`config.mk`:
```
export PLATFORM = sky130hd
export DESIGN_NAME = page_diff_run_length_encoder
export DESIGN_NICKNAME = d
export VERILOG_FILES = /design/src/sv/pdrle_pkg.sv /design/src/sv/page_diff_run_length_encoder.sv /design/src/sv/pdrle_front.sv /design/src/sv/pdrle_queue.sv /design/src/sv/pdrle_back.sv /design/src/sv/pdrle_out_fifo.sv
export VERILOG_INCLUDE_DIRS = /design/src /design/src/sv
export SDC_FILE = /design/constraint.sdc
export NUM_CORES = 1
export LEC_CHECK = 0
export ABC_AREA = 0
export BUFFER_PORTS_ARGS = -buffer_cell sky130_fd_sc_hd__clkbuf_2
export CAP_MARGIN = 20
export CORE_MARGIN = 5
export CORE_UTILIZATION = 45
export CTS_CLUSTER_DIAMETER = 150
export DETAILED_ROUTE_END_ITERATION = 10
export GPL_TIMING_DRIVEN = 1
export PLACE_DENSITY = 0.66
export SETUP_SLACK_MARGIN = 0.05
export SLEW_MARGIN = 20
export SYNTH_ARGS = -nofsm -noshare
export SYNTH_HDL_FRONTEND = slang
export SYNTH_SLANG_ARGS = --single-unit
```
`constraint.sdc`:
```
create_clock -name clk -period 15.64 [get_ports clk]
set_input_delay 0 -clock clk [delete_from_list [all_inputs] [get_ports clk]]
set_output_delay 0 -clock clk [all_outputs]
set_load 0.02 [all_outputs]
```
`src/sv/page_diff_run_length_encoder_assert.svh`:
```
// Assertion macros used by the page difference encoder top level.
`ifndef PAGE_DIFF_RUN_LENGTH_ENCODER_ASSERT_SVH
`define PAGE_DIFF_RUN_LENGTH_ENCODER_ASSERT_SVH

// Same-cycle implication, checked outside reset.
`define PDRLE_ASSERT_SAME(label, clk, rst_n, cond, prop) \
    label: assert property (@(posedge clk) disable iff (!rst_n) (cond) |-> (prop)) \
        else $error("pdrle same-cycle check failed");

// Next-cycle implication, checked outside reset.
`define PDRLE_ASSERT_NEXT(label, clk, rst_n, cond, prop) \
    label: assert property (@(posedge clk) disable iff (!rst_n) (cond) |=> (prop)) \
        else $error("pdrle next-cycle check failed");

`endif

```
`src/sv/pdrle_pkg.sv`:
```
// Types and constants of the page difference run-length encoder.
package pdrle_pkg;

    localparam int LEN_BITS = 16;
    localparam logic [15:0] RUN_MAX = (LEN_BITS >= 16) ? 16'hFFFF
                                                       : 16'((1 << LEN_BITS) - 1);
    localparam logic [16:0] SAT17 = 17'h1FFFF;

    // Results one item can cause at most.
    localparam int RES_MAX   = 4;
    localparam int RES_CNT_W = $clog2(RES_MAX + 1);

    localparam int Q_DEPTH   = 4;
    localparam int Q_PTR_W   = $clog2(Q_DEPTH);
    localparam int Q_CNT_W   = $clog2(Q_DEPTH + 1);

    localparam int OUT_DEPTH = 8;
    localparam int OUT_PTR_W = $clog2(OUT_DEPTH);
    localparam int OUT_CNT_W = $clog2(OUT_DEPTH + 1);

    localparam int ADDR_W = 4;

    typedef enum logic [1:0] {
        REG_COMPARE_TO_ZERO = 2'd0,
        REG_PAGE_BYTES      = 2'd1,
        REG_DIFF_BUDGET     = 2'd2,
        REG_MAX_ENTRIES     = 2'd3
    } reg_index_t;

    typedef enum logic [2:0] {
        KIND_DIFF_RUN       = 3'd0,
        KIND_EQUAL_RUN      = 3'd1,
        KIND_DONE_OK        = 3'd2,
        KIND_DONE_NO_CHANGE = 3'd3,
        KIND_BUDGET_FAIL    = 3'd4,
        KIND_ENTRY_FAIL     = 3'd5
    } kind_t;

    typedef enum logic [1:0] {
        PH_START = 2'd0,
        PH_DIFF  = 2'd1,
        PH_EQUAL = 2'd2
    } phase_t;

    typedef struct packed {
        logic        compare_to_zero;
        logic [15:0] page_bytes;
        logic [15:0] diff_budget;
        logic [15:0] max_entries;
    } cfg_t;

    // A classified byte: whether it differs and whether it closes the page.
    typedef struct packed {
        logic diff;
        logic page_end;
    } item_t;

    typedef struct packed {
        kind_t       kind;
        logic [15:0] run_length;
        logic        last;
    } result_t;

endpackage

```
`src/sv/page_diff_run_length_encoder.sv`:
```
// Top level of the page difference run-length encoder with its register port.
// Path: front stage register, item queue, then result queue. Throughput: one byte per cycle
// while the item queue has room; the back stage retires one item per cycle while the result
// queue has room for four results, so popping sets the rate on result-heavy pages.
// Reset: rst_n clears all queues, page state and registers to their defaults at once.
`include "page_diff_run_length_encoder_assert.svh"

module page_diff_run_length_encoder (
    input  logic                          clk,
    input  logic                          rst_n,
    input  logic                          psel,
    input  logic                          penable,
    input  logic                          pwrite,
    input  logic [pdrle_pkg::ADDR_W-1:0]  paddr,
    input  logic [31:0]                   pwdata,
    output logic [31:0]                   prdata,
    output logic                          pready,
    input  logic                          push,
    output logic                          full,
    input  logic [7:0]                    old_byte,
    input  logic [7:0]                    new_byte,
    input  logic                          forced,
    input  logic                          page_end,
    output logic                          empty,
    input  logic                          pop,
    output logic [2:0]                    kind,
    output logic [15:0]                   run_length,
    output logic                          last
);
    import pdrle_pkg::*;

    cfg_t                 cfg_reg;
    reg_index_t           reg_sel;
    logic                 cfg_write;
    logic                 q_push;
    item_t                q_data;
    logic                 q_full;
    logic                 q_pop;
    item_t                q_head;
    logic                 q_empty;
    logic                 out_room;
    logic [RES_CNT_W-1:0] wr_count;
    result_t              wr_data [RES_MAX];
    result_t              out_head;

    assign pready    = 1'b1;
    assign reg_sel   = reg_index_t'(paddr[ADDR_W-1:2]);
    assign cfg_write = psel && penable && pwrite && pready;

    always_comb
    begin
        unique case (reg_sel)
            REG_COMPARE_TO_ZERO: prdata = {31'd0, cfg_reg.compare_to_zero};
            REG_PAGE_BYTES:      prdata = {16'd0, cfg_reg.page_bytes};
            REG_DIFF_BUDGET:     prdata = {16'd0, cfg_reg.diff_budget};
            REG_MAX_ENTRIES:     prdata = {16'd0, cfg_reg.max_entries};
            default:             prdata = 32'd0;
        endcase
    end

    always_ff @(posedge clk or negedge rst_n)
    begin
        if (!rst_n)
        begin
            cfg_reg.compare_to_zero <= 1'b0;
            cfg_reg.page_bytes      <= 16'd4096;
            cfg_reg.diff_budget     <= 16'd0;
            cfg_reg.max_entries     <= 16'hFFFF;
        end
        else if (cfg_write)
        begin
            unique case (reg_sel)
                REG_COMPARE_TO_ZERO: cfg_reg.compare_to_zero <= pwdata[0];
                REG_PAGE_BYTES:      cfg_reg.page_bytes      <= pwdata[15:0];
                REG_DIFF_BUDGET:     cfg_reg.diff_budget     <= pwdata[15:0];
                REG_MAX_ENTRIES:     cfg_reg.max_entries     <= pwdata[15:0];
                default:             cfg_reg.max_entries     <= cfg_reg.max_entries;
            endcase
        end
    end

    pdrle_front u_front (
        .clk             (clk),
        .rst_n           (rst_n),
        .compare_to_zero (cfg_reg.compare_to_zero),
        .push            (push),
        .full            (full),
        .old_byte        (old_byte),
        .new_byte        (new_byte),
        .forced          (forced),
        .page_end        (page_end),
        .q_push          (q_push),
        .q_data          (q_data),
        .q_full          (q_full)
    );

    pdrle_queue u_queue (
        .clk       (clk),
        .rst_n     (rst_n),
        .push      (q_push),
        .push_data (q_data),
        .q_full    (q_full),
        .pop       (q_pop),
        .head      (q_head),
        .q_empty   (q_empty)
    );

    pdrle_back u_back (
        .clk      (clk),
        .rst_n    (rst_n),
        .cfg      (cfg_reg),
        .head     (q_head),
        .q_empty  (q_empty),
        .q_pop    (q_pop),
        .out_room (out_room),
        .wr_count (wr_count),
        .wr_data  (wr_data)
    );

    pdrle_out_fifo u_out_fifo (
        .clk      (clk),
        .rst_n    (rst_n),
        .wr_count (wr_count),
        .wr_data  (wr_data),
        .out_room (out_room),
        .pop      (pop),
        .empty    (empty),
        .head     (out_head)
    );

    assign kind       = 3'(out_head.kind);
    assign run_length = out_head.run_length;
    assign last       = out_head.last;

    // An accepted item is held in the front stage on the next cycle.
    `PDRLE_ASSERT_NEXT(a_front_holds_item, clk, rst_n, push && !full, u_front.valid_reg)
    // The back stage only retires an item that is in the queue.
    `PDRLE_ASSERT_SAME(a_pop_nonempty, clk, rst_n, q_pop, !q_empty)
    // Results are only written when the result queue can hold a full burst.
    `PDRLE_ASSERT_SAME(a_write_room, clk, rst_n, wr_count != '0, out_room)

endmodule

```
`src/sv/pdrle_front.sv`:
```
// Front stage: accepts byte items and classifies each as differing or equal.
module pdrle_front (
    input  logic            clk,
    input  logic            rst_n,
    input  logic            compare_to_zero,
    input  logic            push,
    output logic            full,
    input  logic [7:0]      old_byte,
    input  logic [7:0]      new_byte,
    input  logic            forced,
    input  logic            page_end,
    output logic            q_push,
    output pdrle_pkg::item_t q_data,
    input  logic            q_full
);
    import pdrle_pkg::*;

    logic  valid_reg;
    logic  valid_next;
    item_t item_reg;
    logic  accept;
    logic  diff;

    assign full   = valid_reg && q_full;
    assign accept = push && !full;
    assign diff   = forced || (compare_to_zero ? (old_byte != 8'd0) : (old_byte != new_byte));

    assign q_push = valid_reg && !q_full;
    assign q_data = item_reg;

    always_comb
    begin
        valid_next = valid_reg;
        if (q_push)
        begin
            valid_next = 1'b0;
        end
        if (accept)
        begin
            valid_next = 1'b1;
        end
    end

    always_ff @(posedge clk or negedge rst_n)
    begin
        if (!rst_n)
        begin
            valid_reg <= 1'b0;
        end
        else
        begin
            valid_reg <= valid_next;
        end
    end

    always_ff @(posedge clk)
    begin
        if (accept)
        begin
            item_reg <= '{diff: diff, page_end: page_end};
        end
    end

endmodule

```
`src/sv/pdrle_queue.sv`:
```
// Short queue of classified items between the front and back stages.
module pdrle_queue (
    input  logic             clk,
    input  logic             rst_n,
    input  logic             push,
    input  pdrle_pkg::item_t push_data,
    output logic             q_full,
    input  logic             pop,
    output pdrle_pkg::item_t head,
    output logic             q_empty
);
    import pdrle_pkg::*;

    item_t              mem_reg [Q_DEPTH];
    logic [Q_PTR_W-1:0] wptr_reg;
    logic [Q_PTR_W-1:0] rptr_reg;
    logic [Q_CNT_W-1:0] count_reg;
    logic [Q_CNT_W-1:0] count_next;

    assign q_full  = (count_reg == Q_CNT_W'(Q_DEPTH));
    assign q_empty = (count_reg == '0);
    assign head    = mem_reg[rptr_reg];

    always_comb
    begin
        count_next = count_reg;
        if (push && !pop)
        begin
            count_next = count_reg + 1'b1;
        end
        else if (pop && !push)
        begin
            count_next = count_reg - 1'b1;
        end
    end

    always_ff @(posedge clk or negedge rst_n)
    begin
        if (!rst_n)
        begin
            wptr_reg  <= '0;
            rptr_reg  <= '0;
            count_reg <= '0;
        end
        else
        begin
            if (push)
            begin
                wptr_reg <= wptr_reg + 1'b1;
            end
            if (pop)
            begin
                rptr_reg <= rptr_reg + 1'b1;
            end
            count_reg <= count_next;
        end
    end

    always_ff @(posedge clk)
    begin
        if (push)
        begin
            mem_reg[wptr_reg] <= push_data;
        end
    end

endmodule

```
`src/sv/pdrle_back.sv`:
```
// Back stage: run, budget and entry tracking; turns each item into its results.
module pdrle_back (
    input  logic                             clk,
    input  logic                             rst_n,
    input  pdrle_pkg::cfg_t                  cfg,
    input  pdrle_pkg::item_t                 head,
    input  logic                             q_empty,
    output logic                             q_pop,
    input  logic                             out_room,
    output logic [pdrle_pkg::RES_CNT_W-1:0]  wr_count,
    output pdrle_pkg::result_t               wr_data [pdrle_pkg::RES_MAX]
);
    import pdrle_pkg::*;

    phase_t      phase_reg,   phase_next;
    logic [15:0] run_reg,     run_next;
    logic [16:0] budget_reg,  budget_next;
    logic [16:0] entries_reg, entries_next;
    logic        any_diff_reg, any_diff_next;
    logic        failed_reg,  failed_next;
    logic [16:0] limit;
    logic [17:0] page_x3;
    logic        take;

    // Default budget is three quarters of the page.
    assign page_x3 = {2'b00, cfg.page_bytes} + {1'b0, cfg.page_bytes, 1'b0};
    assign limit   = (cfg.diff_budget != 16'd0) ? {1'b0, cfg.diff_budget}
                                                : {1'b0, page_x3[17:2]};

    assign take  = !q_empty && out_room;
    assign q_pop = take;

    always_comb
    begin
        logic [17:0]          sum;
        logic                 fail;
        kind_t                fail_kind;
        logic [RES_CNT_W-1:0] n;

        phase_next    = phase_reg;
        run_next      = run_reg;
        budget_next   = budget_reg;
        entries_next  = entries_reg;
        any_diff_next = any_diff_reg;
        failed_next   = failed_reg;
        fail          = 1'b0;
        fail_kind     = KIND_ENTRY_FAIL;
        sum           = '0;
        n             = '0;
        for (int k = 0; k < RES_MAX; k++)
        begin
            wr_data[k] = '{KIND_DIFF_RUN, 16'd0, 1'b0};
        end

        if (failed_reg)
        begin
            // The rest of a failed page is dropped.
            if (head.page_end)
            begin
                failed_next = 1'b0;
                phase_next  = PH_START;
            end
        end
        else
        begin
            if (phase_reg == PH_START)
            begin
                budget_next   = '0;
                entries_next  = '0;
                any_diff_next = 1'b0;
                run_next      = '0;
                if (cfg.compare_to_zero)
                begin
                    wr_data[0]   = '{KIND_DIFF_RUN, 16'd0, 1'b0};
                    wr_data[1]   = '{KIND_EQUAL_RUN, 16'd0, 1'b0};
                    n            = RES_CNT_W'(2);
                    entries_next = 17'd2;
                end
                phase_next = PH_DIFF;
                if (entries_next >= {1'b0, cfg.max_entries})
                begin
                    fail      = 1'b1;
                    fail_kind = KIND_ENTRY_FAIL;
                end
            end

            if (!fail)
            begin
                if (phase_next == PH_DIFF)
                begin
                    if (head.diff)
                    begin
                        if (run_next < RUN_MAX)
                        begin
                            run_next = run_next + 16'd1;
                        end
                        any_diff_next = 1'b1;
                    end
                    else
                    begin
                        sum = {1'b0, budget_next} + {2'b00, run_next} + 18'd2;
                        budget_next = (sum > {1'b0, SAT17}) ? SAT17 : sum[16:0];
                        if (budget_next > limit)
                        begin
                            fail      = 1'b1;
                            fail_kind = KIND_BUDGET_FAIL;
                        end
                        else
                        begin
                            wr_data[n[1:0]] = '{KIND_DIFF_RUN, run_next, 1'b0};
                            n = n + 1'b1;
                            if (entries_next != SAT17)
                            begin
                                entries_next = entries_next + 17'd1;
                            end
                            phase_next = PH_EQUAL;
                            run_next   = 16'd1;
                        end
                    end
                end
                else
                begin
                    if (head.diff)
                    begin
                        wr_data[n[1:0]] = '{KIND_EQUAL_RUN, run_next, 1'b0};
                        n = n + 1'b1;
                        if (entries_next != SAT17)
                        begin
                            entries_next = entries_next + 17'd1;
                        end
                        phase_next    = PH_DIFF;
                        run_next      = 16'd1;
                        any_diff_next = 1'b1;
                        if (entries_next >= {1'b0, cfg.max_entries})
                        begin
                            fail      = 1'b1;
                            fail_kind = KIND_ENTRY_FAIL;
                        end
                    end
                    else if (run_next < RUN_MAX)
                    begin
                        run_next = run_next + 16'd1;
                    end
                end
            end

            if (!fail && head.page_end)
            begin
                // Close a differing run; a trailing equal run is never sent.
                if (phase_next == PH_DIFF)
                begin
                    sum = {1'b0, budget_next} + {2'b00, run_next} + 18'd2;
                    budget_next = (sum > {1'b0, SAT17}) ? SAT17 : sum[16:0];
                    if (budget_next > limit)
                    begin
                        fail      = 1'b1;
                        fail_kind = KIND_BUDGET_FAIL;
                    end
                    else if (run_next != 16'd0)
                    begin
                        wr_data[n[1:0]] = '{KIND_DIFF_RUN, run_next, 1'b0};
                        n = n + 1'b1;
                        if (entries_next != SAT17)
                        begin
                            entries_next = entries_next + 17'd1;
                        end
                    end
                end
                if (!fail)
                begin
                    wr_data[n[1:0]] = '{(cfg.compare_to_zero || any_diff_next) ?
                                        KIND_DONE_OK : KIND_DONE_NO_CHANGE, 16'd0, 1'b1};
                    n = n + 1'b1;
                    phase_next = PH_START;
                    run_next   = '0;
                end
            end

            if (fail)
            begin
                wr_data[n[1:0]] = '{fail_kind, 16'd0, 1'b1};
                n = n + 1'b1;
                run_next    = '0;
                phase_next  = PH_START;
                failed_next = !head.page_end;
            end
        end

        wr_count = take ? n : '0;
    end

    always_ff @(posedge clk or negedge rst_n)
    begin
        if (!rst_n)
        begin
            phase_reg    <= PH_START;
            run_reg      <= '0;
            budget_reg   <= '0;
            entries_reg  <= '0;
            any_diff_reg <= 1'b0;
            failed_reg   <= 1'b0;
        end
        else if (take)
        begin
            phase_reg    <= phase_next;
            run_reg      <= run_next;
            budget_reg   <= budget_next;
            entries_reg  <= entries_next;
            any_diff_reg <= any_diff_next;
            failed_reg   <= failed_next;
        end
    end

endmodule

```
`src/sv/pdrle_out_fifo.sv`:
```
// Result queue: takes up to four results a cycle, hands out one at a time.
module pdrle_out_fifo (
    input  logic                            clk,
    input  logic                            rst_n,
    input  logic [pdrle_pkg::RES_CNT_W-1:0] wr_count,
    input  pdrle_pkg::result_t              wr_data [pdrle_pkg::RES_MAX],
    output logic                            out_room,
    input  logic                            pop,
    output logic                            empty,
    output pdrle_pkg::result_t              head
);
    import pdrle_pkg::*;

    result_t              mem_reg [OUT_DEPTH];
    logic [OUT_PTR_W-1:0] wptr_reg;
    logic [OUT_PTR_W-1:0] rptr_reg;
    logic [OUT_CNT_W-1:0] count_reg;
    logic [OUT_CNT_W-1:0] count_next;
    logic                 do_pop;

    assign empty    = (count_reg == '0);
    assign do_pop   = pop && !empty;
    assign head     = mem_reg[rptr_reg];
    // Room for the largest burst one item can cause.
    assign out_room = (count_reg <= OUT_CNT_W'(OUT_DEPTH - RES_MAX));

    assign count_next = count_reg + OUT_CNT_W'(wr_count) - OUT_CNT_W'(do_pop);

    always_ff @(posedge clk or negedge rst_n)
    begin
        if (!rst_n)
        begin
            wptr_reg  <= '0;
            rptr_reg  <= '0;
            count_reg <= '0;
        end
        else
        begin
            wptr_reg  <= wptr_reg + OUT_PTR_W'(wr_count);
            rptr_reg  <= rptr_reg + OUT_PTR_W'(do_pop);
            count_reg <= count_next;
        end
    end

    always_ff @(posedge clk)
    begin
        for (int k = 0; k < RES_MAX; k++)
        begin
            if (RES_CNT_W'(k) < wr_count)
            begin
                mem_reg[wptr_reg + OUT_PTR_W'(k)] <= wr_data[k];
            end
        end
    end

endmodule

```
==> metrics.md <==
| Metric | Value |
|---|---|
| Worst Hold Class | input pin to flip-flop |
| CP Launch Type | flip-flop |
| Chip width | 242 um |
| Post-synth top flop | edfxtp_1 |
| Share of layout cells above drive strength 1 | 15.7% |
| CP Data Arrival Time | 15.05 ns |
| Largest stage delay, worst path | 0.62 ns |
| Final Instance Area | 27100 um2 |
| Vias per std cell | 6.61 |
| Drt total wl | 88000 um |
| ANT cells | 0 |
| Largest net degree at the start of global routing | 93 |
| Max reg flops | 160 |
| Floorplan row count | 85 |
| Crit path time final | 14.81 ns |
| WP data required | 15.88 ns |
| Final setup viols | 0 |
| Non-Filler Instances | 3497 |
| # DRC | 0 |
| Yosys top cell area share | 21.1% |
| Max Cap Violations | 0 |
| Worst-path clk slew | 0.07 ns |
| Vert. Die Dim | 242 um |
| Status | complete, no violations |
| Placed cells | 3406 |
| Post-route ant nets | 0 |
| H-tree depth | 2 |
| Total number of vias | 23115 |
| Post-synthesis sequential area ratio | 33.7% |
| Clock sinks | 291 |
| Syn Area/Cell | 8.92 um2 |
| CP max FO | 18 |
| Wire per inst | 25.2 um |
| Clock root cell | clkbuf_16 |
| FFs w/ async S/R, synth | 41.6% |
| Fin. max-slew vios | 0 |
| Worst Skew | 0.0253 ns |
| Final WS setup | 0.835 ns |
| Slowest CP cell | a2111oi_0 |
| P_leak | 10.6 nW |
| Initial antenna violation count | 0 |
| Top cells by area, synth | edfxtp_1 (21%), dfrtp_1 (11%), ha_1 (8.1%), nand2_1 (4.2%), o21ai_0 (4.2%) |
| EDFF count, synth | 170 |
| CTS tree | done |
| Total gr overflow | 0 |
| Fill cells | 4993 |
| Placer Congestion | 0.983 |
| Yosys reg bits | 291 |
| 1st-iter DRT viols | 3175 |
| Post-route clock period utilization | 94.7% |
| Post-DP Area | 25500 um2 |
| Most frequent CP cell | ha_1 |
| Worst hold slack | 0.0412 ns |
| CTS buffer count | 36 |
| WS Path Type | flip-flop to flip-flop |
| Max clock buf depth | 3 |
| I/O pins | 116 |
| Sum Neg Setup Slack | 0 ns |
| Fin util | 50.6% |
| Yosys warns | 0 |
| Final Net Count | 2998 |
| Power per cell area | 221 nW/um2 |
| First-pass detailed-route iteration total | 7 |
| RSZ-0062 raised after global routing | false |
| VDD IR max | 127 uV |
| Worst-Margin Slew | 1.20 ns |
| Synth cell count leaders | nand2_1 (270), nor2_1 (267), o21ai_0 (201), edfxtp_1 (170), ha_1 (157) |
| Post-Synthesis Cells | 2713 |
| Synth cell types | 104 |
| First-pass GRT wire length | 133000 um |
| Largest area contributor in the netlist | edfxtp_1 |
| Gr usage total | 28.6% |
| Die ar. | 58500 um2 |
| Vias in the first global route | 22189 |
| DP Worst Slack | 0.851 ns |
| Synth-to-Final Area Change | 12.0% |
| Most instantiated library cell after synthesis | nand2_1 |
| Fmax | 67.5 MHz |
| Crit end category | flip-flop |
| Overall Power | 6.00 mW |
| DP HPWL | 62900 um |
| Final Hold Viols | 0 |
| Worst-Skew Late Latency | 0.58 ns |
| Initial core utilization | 45.2% |
| PortBufs | 80 |
| Worst slew margin | 19.9% |
| Core Area | 53600 um2 |
| Synth Cell Area | 24200 um2 |
kinds of logic after synthesis:
| logic type | after synthesis | synth area share, % |
|---|---|---|
| AND/OR/NAND/NOR | 982 | 19.1 |
| AO/OA/AOI/OAI | 743 | 21.4 |
| flip-flops | 291 | 33.7 |
| buffers and inverters | 285 | 4.94 |
| adder cells (fa/ha/maj) | 163 | 8.61 |
| multiplexers | 144 | 8.50 |
| XOR/XNOR | 103 | 3.73 |
| other | 2 | 0.0310 |
metal layers:
| layer | wire length (um) | part of all wire (%) | GRT usage [%] |
|---|---|---|---|
| met1 | 35800 | 41 | 38.8 |
| met2 | 39800 | 45 | 45.3 |
| met3 | 8680 | 9.9 | 6.12 |
| met4 | 3800 | 4.3 | 10.9 |
| met5 | 0 | 0 | 0 |
final timing paths:
| check | slack [ns] | cells past startpoint | to | start |
|---|---|---|---|---|
| max | 0.83 | 55 | u_out_fifo.mem_reg[5][11] | u_back.phase_reg[0] |
| max in group asynchronous | 14.13 | 4 | u_back.budget_reg[16] | rst_n |
| min | 0.04 | 5 | cfg_reg[10] | pwrite |
| min in group asynchronous | 0.51 | 3 | cfg_reg[1] | rst_n |
| max reg2reg | 0.83 | 55 | u_out_fifo.mem_reg[5][11] | u_back.phase_reg[0] |
| min reg2reg | 0.47 | 2 | u_back.budget_reg[11] | u_back.budget_reg[11] |
critical path: cells and delay by family (launching register included):
kind                     cells  cell delay, ns
adder cells (fa/ha/maj)      9            2.82
AO/OA/AOI/OAI               23            6.09
XOR/XNOR                     1            0.14
buffers and inverters        6            1.26
AND/OR/NAND/NOR             16            3.81
flip-flops                   1            0.35
placed cells by master, fill, tap and decap left out, types with 24 or more instances in the layout:
master         instances
inv_1                 91
o21ai_0              199
nor4_1                28
and2_1                39
a22o_1                25
a211oi_1              37
o22ai_1               26
a221oi_1              31
dlygate4sd3_1         25
nand2_1              270
mux2i_1               28
o21ai_1               24
a21o_1                26
dfrtp_1              103
ha_1                 157
edfxtp_1             170
clkbuf_16             36
clkbuf_2              79
a21oi_1               97
nand4_1               31
xnor2_1               69
nor2_1               266
nor3_1               126
nand3_1               89
mux2_2                73
mux4_2                42
o221ai_1              87
xor2_1                34
buf_4                 93
o211ai_1              29
report_power, final:
part	internal [mW]	switching, mW
combinational	1.28	2.44
sequential	1.19	0.151
clock	0.575	0.368
layout make-up:
class	count	area, um2	area share (%)
Clock buffer	42	953	3.52
Timing Repair Buffer	200	1400	5.17
Multi-Input combinational cell	2152	15000	55.4
Sequential cell	291	8160	30.1
Tap cell	696	871	3.21
Clock inverter	23	359	1.32
Inverter	93	349	1.29
what timing repair did:
action	CTS	global route
endpoints found under the setup margin	0	134
resized for setup	0	2
setup buffers	0	0
endpoints found under the hold margin	107	0
hold buffers	26	0
Power figures use the tool's default switching activity.
